## src/hdl/gwi_pkg.sv

```systemverilog
package gwi_pkg;

	localparam int DataWidth = 32;

	localparam logic [1:0] OpRead  = 2'd0;
	localparam logic [1:0] OpWrite = 2'd1;
	localparam logic [1:0] OpPin   = 2'd2;

	localparam logic [2:0] RegDir    = 3'd0;
	localparam logic [2:0] RegOut    = 3'd1;
	localparam logic [2:0] RegIn     = 3'd2;
	localparam logic [2:0] RegIe     = 3'd3;
	localparam logic [2:0] RegStatus = 3'd4;
	localparam logic [2:0] RegTrig   = 3'd5;
	localparam logic [2:0] RegPol    = 3'd6;

	typedef struct packed {
		logic [1:0]           op;
		logic [2:0]           reg_index;
		logic [DataWidth-1:0] write_data;
		logic [4:0]           pin_index;
	} gwi_req_t;

	typedef struct packed {
		logic [DataWidth-1:0] read_data;
		logic                 bad_access;
		logic                 irq_line;
		logic [DataWidth-1:0] pin_drive;
	} gwi_rsp_t;

endpackage

```

## src/hdl/gwi_core.sv

```systemverilog
module gwi_core import gwi_pkg::*; #(
	parameter int PIN_COUNT = 32
) (
	input  logic     clk,
	input  logic     arst_n,
	input  logic     fire,
	input  gwi_req_t req,
	output gwi_rsp_t rsp
);

	localparam logic [DataWidth-1:0] PinMask = {DataWidth{1'b1}} >> (DataWidth - PIN_COUNT);

	logic [DataWidth-1:0] dir_q, out_q, in_q, ie_q, status_q, trig_q, pol_q, prev_q;
	logic [DataWidth-1:0] dir_d, out_d, in_d, ie_d, status_d, trig_d, pol_d, prev_d;
	logic [DataWidth-1:0] read_data;
	logic                 bad_access;

	// common status rule: level pins follow the match, edge pins latch on a matching edge
	function automatic logic [DataWidth-1:0] status_update(
		input logic [DataWidth-1:0] status,
		input logic [DataWidth-1:0] act,
		input logic [DataWidth-1:0] trig,
		input logic [DataWidth-1:0] pol,
		input logic [DataWidth-1:0] now,
		input logic [DataWidth-1:0] was
	);
		logic [DataWidth-1:0] lvl, edg, match, hit;
		lvl   = act & trig;
		edg   = act & ~trig;
		match = ~(now ^ pol);
		hit   = (~was & now & pol) | (was & ~now & ~pol);
		return (status & ~lvl) | (lvl & match) | (edg & hit);
	endfunction

	logic [DataWidth-1:0] pin_bit;
	logic [DataWidth-1:0] level_v;

	always_comb begin
		if ({1'b0, req.pin_index} < 6'(PIN_COUNT)) begin
			pin_bit = DataWidth'(1) << req.pin_index;
		end else begin
			pin_bit = '0;
		end
		level_v = {DataWidth{req.write_data[0]}};
	end

	always_comb begin
		dir_d      = dir_q;
		out_d      = out_q;
		in_d       = in_q;
		ie_d       = ie_q;
		status_d   = status_q;
		trig_d     = trig_q;
		pol_d      = pol_q;
		prev_d     = prev_q;
		read_data  = '0;
		bad_access = 1'b0;
		case (req.op)
			OpRead: begin
				case (req.reg_index)
					RegDir:    read_data = dir_q;
					RegOut:    read_data = out_q;
					RegIn:     read_data = ((dir_q & out_q) | (~dir_q & in_q)) & PinMask;
					RegIe:     read_data = ie_q;
					RegStatus: read_data = status_q;
					RegTrig:   read_data = trig_q;
					RegPol:    read_data = pol_q;
					default:   bad_access = 1'b1;
				endcase
			end
			OpWrite: begin
				case (req.reg_index)
					RegDir:    dir_d = req.write_data;
					RegOut:    out_d = req.write_data;
					RegIe:     ie_d = req.write_data;
					RegStatus: status_d = status_q & ~req.write_data;
					RegTrig:   trig_d = req.write_data;
					RegPol:    pol_d = req.write_data;
					default:   bad_access = 1'b1;
				endcase
				// enabled output pins re-evaluate against the output after the last write
				status_d = status_update(status_d, dir_d & ie_d & PinMask, trig_d, pol_d,
					out_d, prev_q);
				prev_d = out_d;
			end
			OpPin: begin
				in_d     = (in_q & ~pin_bit) | (level_v & pin_bit);
				status_d = status_update(status_q, ie_q & pin_bit, trig_q, pol_q,
					level_v, in_q);
			end
			default: begin
			end
		endcase
	end

	always_ff @(posedge clk or negedge arst_n) begin
		if (!arst_n) begin
			dir_q    <= '0;
			out_q    <= '0;
			in_q     <= '0;
			ie_q     <= '0;
			status_q <= '0;
			trig_q   <= '0;
			pol_q    <= '0;
			prev_q   <= '0;
		end else if (fire) begin
			dir_q    <= dir_d;
			out_q    <= out_d;
			in_q     <= in_d;
			ie_q     <= ie_d;
			status_q <= status_d;
			trig_q   <= trig_d;
			pol_q    <= pol_d;
			prev_q   <= prev_d;
		end
	end

	assign rsp.read_data  = read_data;
	assign rsp.bad_access = bad_access;
	assign rsp.irq_line   = |status_d;
	assign rsp.pin_drive  = dir_d & out_d & PinMask;

endmodule

```

## src/hdl/gpio_with_edge_level_interrupts.sv

```systemverilog
// GPIO register bank with per-pin edge or level interrupts. Each request (bus read, bus
// write or pin level change) is taken into an input register, worked against the register
// bank and answered from a result register, so one request per cycle is sustained while
// results are not stalled. A result is registered when its request leaves the input register. The only
// limit is the downstream side: the input side stalls only while the input register is
// full and the held result is itself stalled. PIN_COUNT (1 to 32) sets how many pins take
// part in interrupts, input reads and pin drive; the registers stay 32 bits wide.
module gpio_with_edge_level_interrupts import gwi_pkg::*; #(
	parameter int PIN_COUNT = 32
) (
	input  logic     clk,
	input  logic     arst_n,
	input  logic     req_valid,
	output logic     req_stall,
	input  gwi_req_t req,
	output logic     rsp_valid,
	input  logic     rsp_stall,
	output gwi_rsp_t rsp
);

	localparam logic [DataWidth-1:0] PinMask = {DataWidth{1'b1}} >> (DataWidth - PIN_COUNT);

	logic     valid_s1;
	gwi_req_t req_s1;
	logic     advance;
	logic     rsp_valid_q;
	gwi_rsp_t rsp_q;
	gwi_rsp_t rsp_d;

	// the held request moves on when the result register is free or being emptied
	assign advance   = valid_s1 && (!rsp_valid_q || !rsp_stall);
	assign req_stall = valid_s1 && !advance;

	always_ff @(posedge clk or negedge arst_n) begin
		if (!arst_n) begin
			valid_s1 <= 1'b0;
		end else if (!req_stall) begin
			valid_s1 <= req_valid;
		end
	end

	always_ff @(posedge clk) begin
		if (req_valid && !req_stall) begin
			req_s1 <= req;
		end
	end

	gwi_core #(
		.PIN_COUNT(PIN_COUNT)
	) u_core (
		.clk    (clk),
		.arst_n (arst_n),
		.fire   (advance),
		.req    (req_s1),
		.rsp    (rsp_d)
	);

	always_ff @(posedge clk or negedge arst_n) begin
		if (!arst_n) begin
			rsp_valid_q <= 1'b0;
		end else if (advance) begin
			rsp_valid_q <= 1'b1;
		end else if (!rsp_stall) begin
			rsp_valid_q <= 1'b0;
		end
	end

	always_ff @(posedge clk) begin
		if (advance) begin
			rsp_q <= rsp_d;
		end
	end

	assign rsp_valid = rsp_valid_q;
	assign rsp       = rsp_q;

	a_result_follows: assert property (@(posedge clk) disable iff (!arst_n)
		advance |=> rsp_valid_q)
		else $error("request worked but no result held");

	a_stall_cause: assert property (@(posedge clk) disable iff (!arst_n)
		req_stall |-> (valid_s1 && rsp_valid_q && rsp_stall))
		else $error("input stalled without a stalled result");

	a_drive_in_range: assert property (@(posedge clk) disable iff (!arst_n)
		rsp_valid_q |-> ((rsp_q.pin_drive & ~PinMask) == '0))
		else $error("pin drive outside the pin range");

	a_bad_reads_zero: assert property (@(posedge clk) disable iff (!arst_n)
		(rsp_valid_q && rsp_q.bad_access) |-> (rsp_q.read_data == '0))
		else $error("bad access returned read data");

endmodule

```

## config.mk

```make
export PLATFORM = sky130hd
export DESIGN_NAME = gpio_with_edge_level_interrupts
export DESIGN_NICKNAME = d
export VERILOG_FILES = /design/src/hdl/gwi_pkg.sv /design/src/hdl/gwi_core.sv /design/src/hdl/gpio_with_edge_level_interrupts.sv
export SDC_FILE = /design/constraint.sdc
export NUM_CORES = 1
export LEC_CHECK = 0
export BUFFER_PORTS_ARGS = -buffer_cell sky130_fd_sc_hd__buf_2
export CAP_MARGIN = 0
export CORE_UTILIZATION = 35
export CTS_CLUSTER_SIZE = 25
export DETAILED_ROUTE_END_ITERATION = 16
export PLACE_DENSITY = 0.51
export SYNTH_ARGS = -nofsm -noshare
export SYNTH_HDL_FRONTEND = slang
export SYNTH_HIERARCHICAL = 1
export SYNTH_SLANG_ARGS = --single-unit
```

## constraint.sdc

```tcl
create_clock -name clk -period 8.5 [get_ports clk]
set_input_delay 1.7 -clock clk [delete_from_list [all_inputs] [get_ports clk]]
set_output_delay 1.7 -clock clk [all_outputs]
set_load 0.02 [all_outputs]
```

# After elaboration in Yosys (flattened, before gate mapping)
# Index checks and enable logic that the tools add are counted.
[word_totals]
word_cells = 115
out_inout_bits = 68
regBits = 366
[classes]
eq_ne = 9
shifts = 1
reduce_logical = 15
mux = 21
bitwise_logic = 51
[op_table]
columns = ["operator", "count"]
rows = [
  ["$and 32x32->32", 26],
  ["$not 32->32", 15],
  ["$mux 32", 14],
  ["$or 32x32->32", 8],
  ["$pmux 32 s7", 1],
  ["$pmux 32 s2", 1],
  ["$xor 32x32->32", 2],
  ["$reduce_or 32->1", 1],
  ["$shl 1x5->32 const A", 1],
  ["$eq 3x3->1 const B", 3],
  ["$reduce_or 7->1", 1],
  ["$eq 3x2->1 const B", 2],
  ["$reduce_or 6->1", 1],
  ["$logic_not 1->1", 4],
  ["$mux 1", 4],
  ["$reduce_and 2->1", 2],
  ["$eq 3x1->1 const B", 1],
  ["$logic_and 1x1->1", 3],
  ["$logic_not 3->1", 1],
  ["$eq 2x1->1 const B", 1],
  ["$eq 2x2->1 const B", 1],
  ["$logic_not 2->1", 1],
  ["$ne 2x1->1 const B", 1],
  ["$pmux 1 s2", 1],
  ["$logic_or 1x1->1", 1],
]

# Depth between registers and ports, before layout
# Gate-level depths: netlist of run 1.
[depth]
ltp_word = 11
mapped_depth = 15

# Modules after synthesis
# Netlist of run 1, hierarchy kept.
[modules_own_cells]
columns = ["module", "cells_per_inst", "instances", "area_per_inst_um2"]
rows = [
  ["gwi_core", 2323, 1, 19326.0],
  ["gpio_with_edge_level_interrupts", 116, 1, 3335.7],
]

# Worst setup path before layout of run 1
# Ideal clock, no wire load.
[synth_path]
path_kind = "input -> register"
startpoint = "input port rsp_stall"
endpoint = "register with a tool-made name"
setup_slack_ns = -1.150
stages = 6
arrival_time_ns = 9.525
setup_time_ns = 0.125
t_required_ns = 8.375
cell_sequence = "a21boi_0 > clkinv_1 > nor2_1 > clkbuf_1 > nand3_1 > mux2_2"
[synth_lines]
columns = ["element", "line", "text"]
rows = [
  ["start, declared", "gpio_with_edge_level_interrupts.sv:17", "input logic rsp_stall,"],
]

==> metrics.txt, run 1 <==
met1 wire length=39160 um; synth warn=6; Mapped Avg Cell Area=~9.3 um2; vias in the first global route=between 15k and 20k; detail-routed net length per standard cell=around 27 um; critical-path cell list=buf_12 -> and2b_1 -> buf_4 -> o21ai_1 -> buf_4 -> a2111oi_0 -> nor4_1 -> o21ai_0 -> o2111ai_1 -> nor4_1 -> and4_1 -> nand4_1; TritonCTS clock tree=yes; DR iter-0 viols=2462; WL met3=about 8100 um; Critical Path AT=5.10 ns; CTS resizes=0; Switching Power=roughly 2.2 mW; Worst slew margin=0.2058; hold path depth=1; Setup Skew=around 0.021 ns; Static Leak=approximately 10 nW; Startpoint Class=register; antenna-violating nets left=0; Worst Tran Pin Value=~1.2 ns; global-route wire length before repair=134800 um; routed length on met2=approximately 40000 um; Max rail drop VDD=between 0.0001 and 0.00015 V; Core Rows=between 90 and 100; synthesized instance count=about 2.4k; outcome=finished, final reports clean; total gr overflow=0; worst hold path type=reg2reg; FF-to-FF End=rsp[32]; Primary FF master, synth=dfrtp_1; setup violators final=0; # hold bufs at CTS=0; I/O pins=114; setup tns final=0 ns; Synth async-reset ratio=0.7049; post-synth top area cell=dfrtp_1; vias after detailed routing=20.81k; Achievable Freq=between 200 and 250 MHz; Slew Limit Fails=0; Buffers on Ports=113; max_cap viols=0; Int Pwr=a little under 4 mW; CORE AREA=63540 um2; Worst EP required=8.78 ns; period utilization=0.5675; critical path class=reg2reg; PwrDens=~240 nW/um2; hold path endpoint=rsp_valid; Worst setup EP type=register; # diodes=0; Seq/Total Area, Yosys=0.4280; Vias/cell=about 6.3; Critical Path Slowest Stage Cell=buf_4; highest routed layer=met5; Layout Cells excl Fill=roughly 3.3k; crit path max fanout=77; RSZ-0062 raised after global routing=no; Critical Path Start=req_s1[37]; Reg power frac=0.431; Crit Reg-Reg Startpoint=req_s1[37]; post-detail-place hpwl=around 54000 um; Post-synth EDFFs=108; register bit total from synthesis=between 300 and 400; Routed WL=just over 90000 um; cell count of the worst reg-to-reg path=12; Max Buffers Root-to-Sink=3; Yosys top cell area share=0.2849; clk_lat worst skew=about 0.59 ns; Worst path max stage delay=roughly 0.6 ns; # Post-CTS Setup Buffers=0; DRC=0; Synth area leaders=dfrtp_1, edfxtp_1, mux2_2, o21ai_0, nand2_1; share of cells above drive strength 1=0.1887; Global Route Usage Sum=0.2712; RD Place Congestion=0.9147; Core Util, Final=0.3992; Clock transition at path regs=roughly 0.060 ns; Clk pwr share=0.321; Filler Cell Count=6296; Die Wd=256.5 um; Sw Ratio=0.3539; setup slack, reg-to-reg=around 3.7 ns; Comb pwr share=0.248; endpoints failing hold=0; root buf cell=clkbuf_16; DIE HEIGHT=between 200 and 300 um; Placed Instances=about 3.2k; fin crit period=4.824 ns; clock sinks=about 370; initial core utilization=0.3566; full die area=roughly 66000 um2; Synth cell types=90; Area growth, synth to finish=11.93%; H-tree levels=2; cts bufs inserted=44; Syn Std Cell Area=between 20000 and 25000 um2; initial antenna violation count=4; Pre-Repair DR Iteration Count=6; hold path startpoint=valid_s1; Synthesized Nets=between 2k and 2.5k; largest net degree at the start of global routing=around 150; Layout Nets=2479
cells by family (layout without fill, tap and decap cells):
kind of cell | count (synthesis) | in the layout | share of synthesized area
buffers and inverters | 321 | 346 | 0.05869
adders and majority gates | 3 | 3 | 0.001657
xor gates and xnor gates | 22 | 22 | 0.008503
and+or+nand+nor | 646 | 646 | 0.1373
AOI/OAI and AO/OA | 840 | 840 | 0.2499
DFF | 366 | 366 | 0.4280
muxes | 241 | 241 | 0.1159
metal layers:
| layer | track usage | vias up |
|---|---|---|
| met1 | 0.3815 | 10290 |
| met5 | 0 | - |
| met4 | 0.1058 | 2 |
| li1 | - | 9085 |
| met2 | 0.4146 | 1215 |
| met3 | 0.04439 | 220 |
placed cells by master (no fill, tap or decap), types with 14 or more instances in the layout:
| cell | instances |
|---|---|
| mux2_2 | 161 |
| nand3_1 | 91 |
| a21boi_0 | 33 |
| o31ai_1 | 14 |
| dfrtp_1 | 258 |
| or3b_2 | 15 |
| a31oi_1 | 28 |
| nor3_1 | 33 |
| a32oi_1 | 14 |
| a221oi_1 | 30 |
| o21ai_0 | 230 |
| nor2b_1 | 27 |
| inv_1 | 91 |
| a21oi_1 | 146 |
| mux2i_1 | 79 |
| a32o_1 | 25 |
| a211oi_1 | 27 |
| buf_4 | 56 |
| a22oi_1 | 53 |
| nor2_1 | 122 |
| o22ai_1 | 32 |
| o211ai_1 | 18 |
| edfxtp_1 | 108 |
| a22o_1 | 18 |
| buf_2 | 112 |
| clkbuf_16 | 45 |
| o211a_1 | 16 |
| nand2_1 | 237 |
| nand2b_1 | 33 |
through the flow:
stage,hold WS (ns),instance area [um2],setup slack (ns),power [mW]
finish,0.5050,25360,3.676,6.117
global route,0.5215,25360,3.594,6.421
CTS,0.5078,25360,3.796,6.116
detailed placement,0.4938,23910,3.584,4.130
global placement,0.4865,23910,3.665,4.086
floorplan,0.4668,22660,1.276,3.597
how the worst max path moves through the flow:
| stage | to | depth (start not counted) |
|---|---|---|
| after floorplan | register | 6 |
| after global placement | u_core/out_q[1] | 7 |
| after detailed placement | u_core/out_q[18] | 7 |
| after CTS | rsp[32] | 12 |
| after global routing | rsp[32] | 12 |
| final | rsp[32] | 12 |
worst max-delay path, delay by kind of cell (launching register included):
family	cells	cell delay, ns
AO/OA/AOI/OAI	4	1.38
buffers and inverters	3	1.40
AND/OR/NAND/NOR	5	1.30
flip-flops	1	0.37
registers in the layout, summed over array words and instances, names as in the netlist, named ones only:
name             count
u_core/prev_q       32
req_s1              42
rsp                 66
u_core/dir_q        32
u_core/pol_q        32
rsp_valid            1
u_core/trig_q       32
valid_s1             1
u_core/status_q     32
u_core/out_q        32
u_core/ie_q         32
cells in the mapped netlist, drive strengths merged, types with 11 or more instances:
library cell,number
a2111oi,11
buf,77
nand3,93
a221oi,31
o221ai,11
a22o,18
o211ai,18
or3b,15
a21oi,146
clkbuf,151
inv,91
o22a,11
nor2b,27
dfrtp,258
o31ai,14
a211oi,28
o21ai,234
nand2b,33
o22ai,32
a21boi,35
a31oi,28
a22oi,53
nand2,240
o311ai,12
a32oi,14
a32o,25
a311oi,12
o211a,16
xor2,13
nor3,35
a21o,11
mux2,161
edfxtp,108
mux2i,79
nor2,132
layout make-up:
class                           count  area, um2  share of cell area
Clock inverter                     20      242.7            0.009570
Inverter                           93      349.1             0.01376
Sequential cell                   366       9699              0.3824
Tap cell                          846       1059             0.04173
Clock buffer                       60       1212             0.04780
Multi-Input combinational cell   1752      11730              0.4623
Timing Repair Buffer              173       1076             0.04242
power by group through the flow:
stage	sequential (mW)	combinational (mW)	clock, mW
after floorplan	2.48	1.12	0
after global placement	2.63	1.46	0
after detailed placement	2.64	1.49	0
after CTS	2.61	1.50	2.01
after global routing	2.69	1.66	2.07
final	2.64	1.52	1.96
Power figures use the tool's default switching activity.
==> run 2: changes to the inputs <==
ABC_AREA = 1   (was unset)
PLACE_DENSITY = 0.49   (was 0.51)
clock period = 4.8 ns   (was 8.5 ns; I/O delays follow)
==> metrics.txt, run 2 <==
max reg flops=66 (unchanged); most used cell, CP=nand2_1; synth warn=6 (unchanged); max_cap viols=0 (unchanged); Clock transition at path regs=0.06 ns (about the same); largest net degree at the start of global routing=107 (was 151); cts bufs inserted=45 (was 44); synthesized instance count=3213 (was 2439); vias after detailed routing=22.23k (was 20.81k); clk_lat worst skew=0.60 ns (was 0.59 ns); leading cell types by count after synthesis=nand2_1, o21ai_0, inv_1 (was dfrtp_1, nand2_1, o21ai_0); H-tree levels=2 (unchanged); TritonCTS clock tree=yes (unchanged); Placed Instances=4056 (was 3230); Setup Skew=0.02884 ns (was 0.02119 ns); most frequent cell after synthesis=nand2_1 (was dfrtp_1); share of cells above drive strength 1=0.08111 (was 0.1887); Clk pwr share=0.299 (was 0.321); Worst setup EP type=register (unchanged); post-detail-place hpwl=51740 um (was 53990 um); Synth async-reset ratio=0.7049 (unchanged); register bit total from synthesis=366 (unchanged); RD Place Congestion=0.8981 (was 0.9147); fin crit period=3.620 ns (was 4.824 ns); outcome=finished, final reports clean (unchanged); I/O pins=114 (unchanged); Worst EP required=5.14 ns (was 8.78 ns); setup violators final=0 (unchanged); initial core utilization=0.3542 (was 0.3566); Worst path max stage delay=0.78 ns (was 0.60 ns); Static Leak=11.83 nW (was 10.08 nW); clock sinks=366 (unchanged); Global Route Usage Sum=0.2481 (was 0.2712); Synth cell types=36 (was 90); critical-path cell list=inv_2 -> nor2_4 -> buf_4 -> nand3_1 -> nand2_1 -> nand2_1 -> nand2_1 -> nand2_1 -> nand2_1 -> nand2_1 -> nand2_1 -> nand2_1 -> nand2_1 -> nand2_1 -> nor2_1 -> nand2_1 -> nor2_1 -> nand2_1 (was buf_12 -> and2b_1 -> buf_4 -> o21ai_1 -> buf_4 -> a2111oi_0 -> nor4_1 -> o21ai_0 -> o2111ai_1 -> nor4_1 -> and4_1 -> nand4_1); Worst slew margin=0.3146 (was 0.2058); DIE HEIGHT=254.7 um (was 256.5 um); Max rail drop VDD=0.0002201 V (was 0.0001385 V); endpoints failing hold=0 (unchanged); Filler Cell Count=6636 (was 6296); Seq/Total Area, Yosys=0.4341 (was 0.4280); most frequent cells in the layout=nand2_1, o21ai_0, inv_1 (was dfrtp_1, nand2_1, o21ai_0); PwrDens=462.2 nW/um2 (was 241.2 nW/um2); Achievable Freq=276.2 MHz (was 207.3 MHz); crit path max fanout=15 (was 77); Reg power frac=0.396 (was 0.431); detail-routed net length per standard cell=19.33 um (was 27.45 um); root buf cell=clkbuf_16 (unchanged); Syn Std Cell Area=22350 um2 (was 22660 um2); Pre-Repair DR Iteration Count=6 (unchanged); Layout Nets=3306 (was 2479); Buffers on Ports=113 (unchanged); commonest non-fill, non-tap cell in the layout=nand2_1 (was dfrtp_1); worst hold path type=in2async (was reg2reg); CP delay by family, top=simple AND/OR/NAND/NOR gates (was buffers and inverters); CTS resizes=0 (unchanged); initial antenna violation count=0 (was 4); Critical Path Slowest Stage Cell=edfxtp_1 (was buf_4); setup ws final=1.180 ns (was 3.676 ns); CORE AREA=63080 um2 (was 63540 um2); Core Rows=92 (unchanged); Startpoint Class=register (unchanged); Synthesized Nets=3262 (was 2488); full die area=64860 um2 (was 65770 um2); # hold bufs at CTS=0 (unchanged); # diodes=0 (unchanged); Worst Tran Pin Value=1.002 ns (was 1.186 ns); DRC=0 (unchanged); Vias/cell=5.371 (was 6.286); period utilization=0.7542 (was 0.5675); critical path class=reg2reg (unchanged); # Post-CTS Setup Buffers=0 (unchanged); Slew Limit Fails=0 (unchanged); Max Buffers Root-to-Sink=3 (unchanged); RSZ-0062 raised after global routing=no (unchanged); Overall Power=11.67 mW (was 6.117 mW); Sw Ratio=0.3867 (was 0.3539); Die Wd=254.7 um (was 256.5 um); CP Buf/Inv Count=2 (was 3); Critical Path AT=3.96 ns (was 5.10 ns); Comb pwr share=0.305 (was 0.248); Routed WL=79990 um (was 90850 um); setup tns final=0 ns (unchanged); Area growth, synth to finish=12.95% (was 11.93%); global-route wire length before repair=123400 um (was 134800 um); post-synth top area cell=dfrtp_1 (unchanged); Post-synth EDFFs=108 (unchanged); total gr overflow=0 (unchanged); DR iter-0 viols=1865 (was 2462); Switching Power=4.511 mW (was 2.165 mW); Layout Cells excl Fill=4138 (was 3310); worst slack at placement=1.160 ns (was 3.584 ns); Yosys top cell area share=0.2889 (was 0.2849); Synth area leaders=dfrtp_1, nand2_1, edfxtp_1, o21ai_0, inv_1 (was dfrtp_1, edfxtp_1, mux2_2, o21ai_0, nand2_1); Mapped Avg Cell Area=6.955 um2 (was 9.291 um2); Core Util, Final=0.4001 (was 0.3992); antenna-violating nets left=0 (unchanged); Int Pwr=7.154 mW (was 3.952 mW); Primary FF master, synth=dfrtp_1 (unchanged); vias in the first global route=21.04k (was 19.83k)
## run 2: kinds of logic after synthesis
kind of cell,after synthesis,share of synthesized area
AO/OA/AOI/OAI,736,0.1839
adder cells (fa/ha/maj),3,0.001680
AND/OR/NAND/NOR,1610,0.2901
buffers and inverters,498,0.09026
flip-flops,366,0.4341
## run 2: final cells by class
type / count / area, um2 / share of cell area
inverter: 326 / 1232 / 0.04883
clock buffer: 60 / 1255 / 0.04972
tap: 846 / 1059 / 0.04194
multi-input combinational: 2349 / 10680 / 0.4232
sequential: 366 / 9699 / 0.3843
clock inverter: 22 / 216.5 / 0.008576
timing repair buffer: 169 / 1096 / 0.04343
## run 2: worst paths after layout
path / from / end / slack [ns] / depth (start not counted)
max: req_s1[37] / rsp[32] / 1.18 / 18
min: arst_n / u_core/prev_q[2] / 0.42 / 1
max reg2reg: req_s1[37] / rsp[32] / 1.18 / 18
min reg2reg: u_core/prev_q[4] / u_core/prev_q[4] / 0.51 / 2
max in group asynchronous: arst_n / u_core/status_q[20] / 3.29 / 2
min in group clk: u_core/prev_q[4] / u_core/prev_q[4] / 0.51 / 2
## run 2: metrics by stage
step                hold WS, ns  cell area, um2
floorplan                0.4659           22350
global placement         0.4977           23770
detailed placement       0.4990           23770
CTS                      0.4793           25240
global route             0.5218           25240
finish                   0.4242           25240
## run 2: power groups by stage
stage | clock [mW] | combinational, mW | sequential [mW]
4_1_cts | 3.61 | 3.54 | 4.60
6_report | 3.49 | 3.55 | 4.62
2_1_floorplan | 0 | 2.52 | 4.54
3_5_place_dp | 0 | 3.52 | 4.64
3_3_place_gp | 0 | 3.48 | 4.64
5_1_grt | 3.71 | 4.10 | 4.72
## run 2: per-layer routing
metal	global-route usage	vias up	routed length (um)
met4	0.08109	0	2193
li1	-	10730	-
met2	0.4044	820	36450
met1	0.3430	10550	36420
met5	0	-	0
met3	0.02694	130	4924
## run 2: worst register-to-register path, stage by stage (launching register included)
cell	delay, ns
edfxtp_1	0.78
inv_2	0.32
nor2_4	0.51
buf_4	0.27
nand3_1	0.13
nand2_1	0.22
nand2_1	0.07
nand2_1	0.07
nand2_1	0.04
nand2_1	0.05
nand2_1	0.04
nand2_1	0.06
nand2_1	0.06
nand2_1	0.07
nand2_1	0.13
nor2_1	0.23
nand2_1	0.12
nor2_1	0.13
nand2_1	0.06
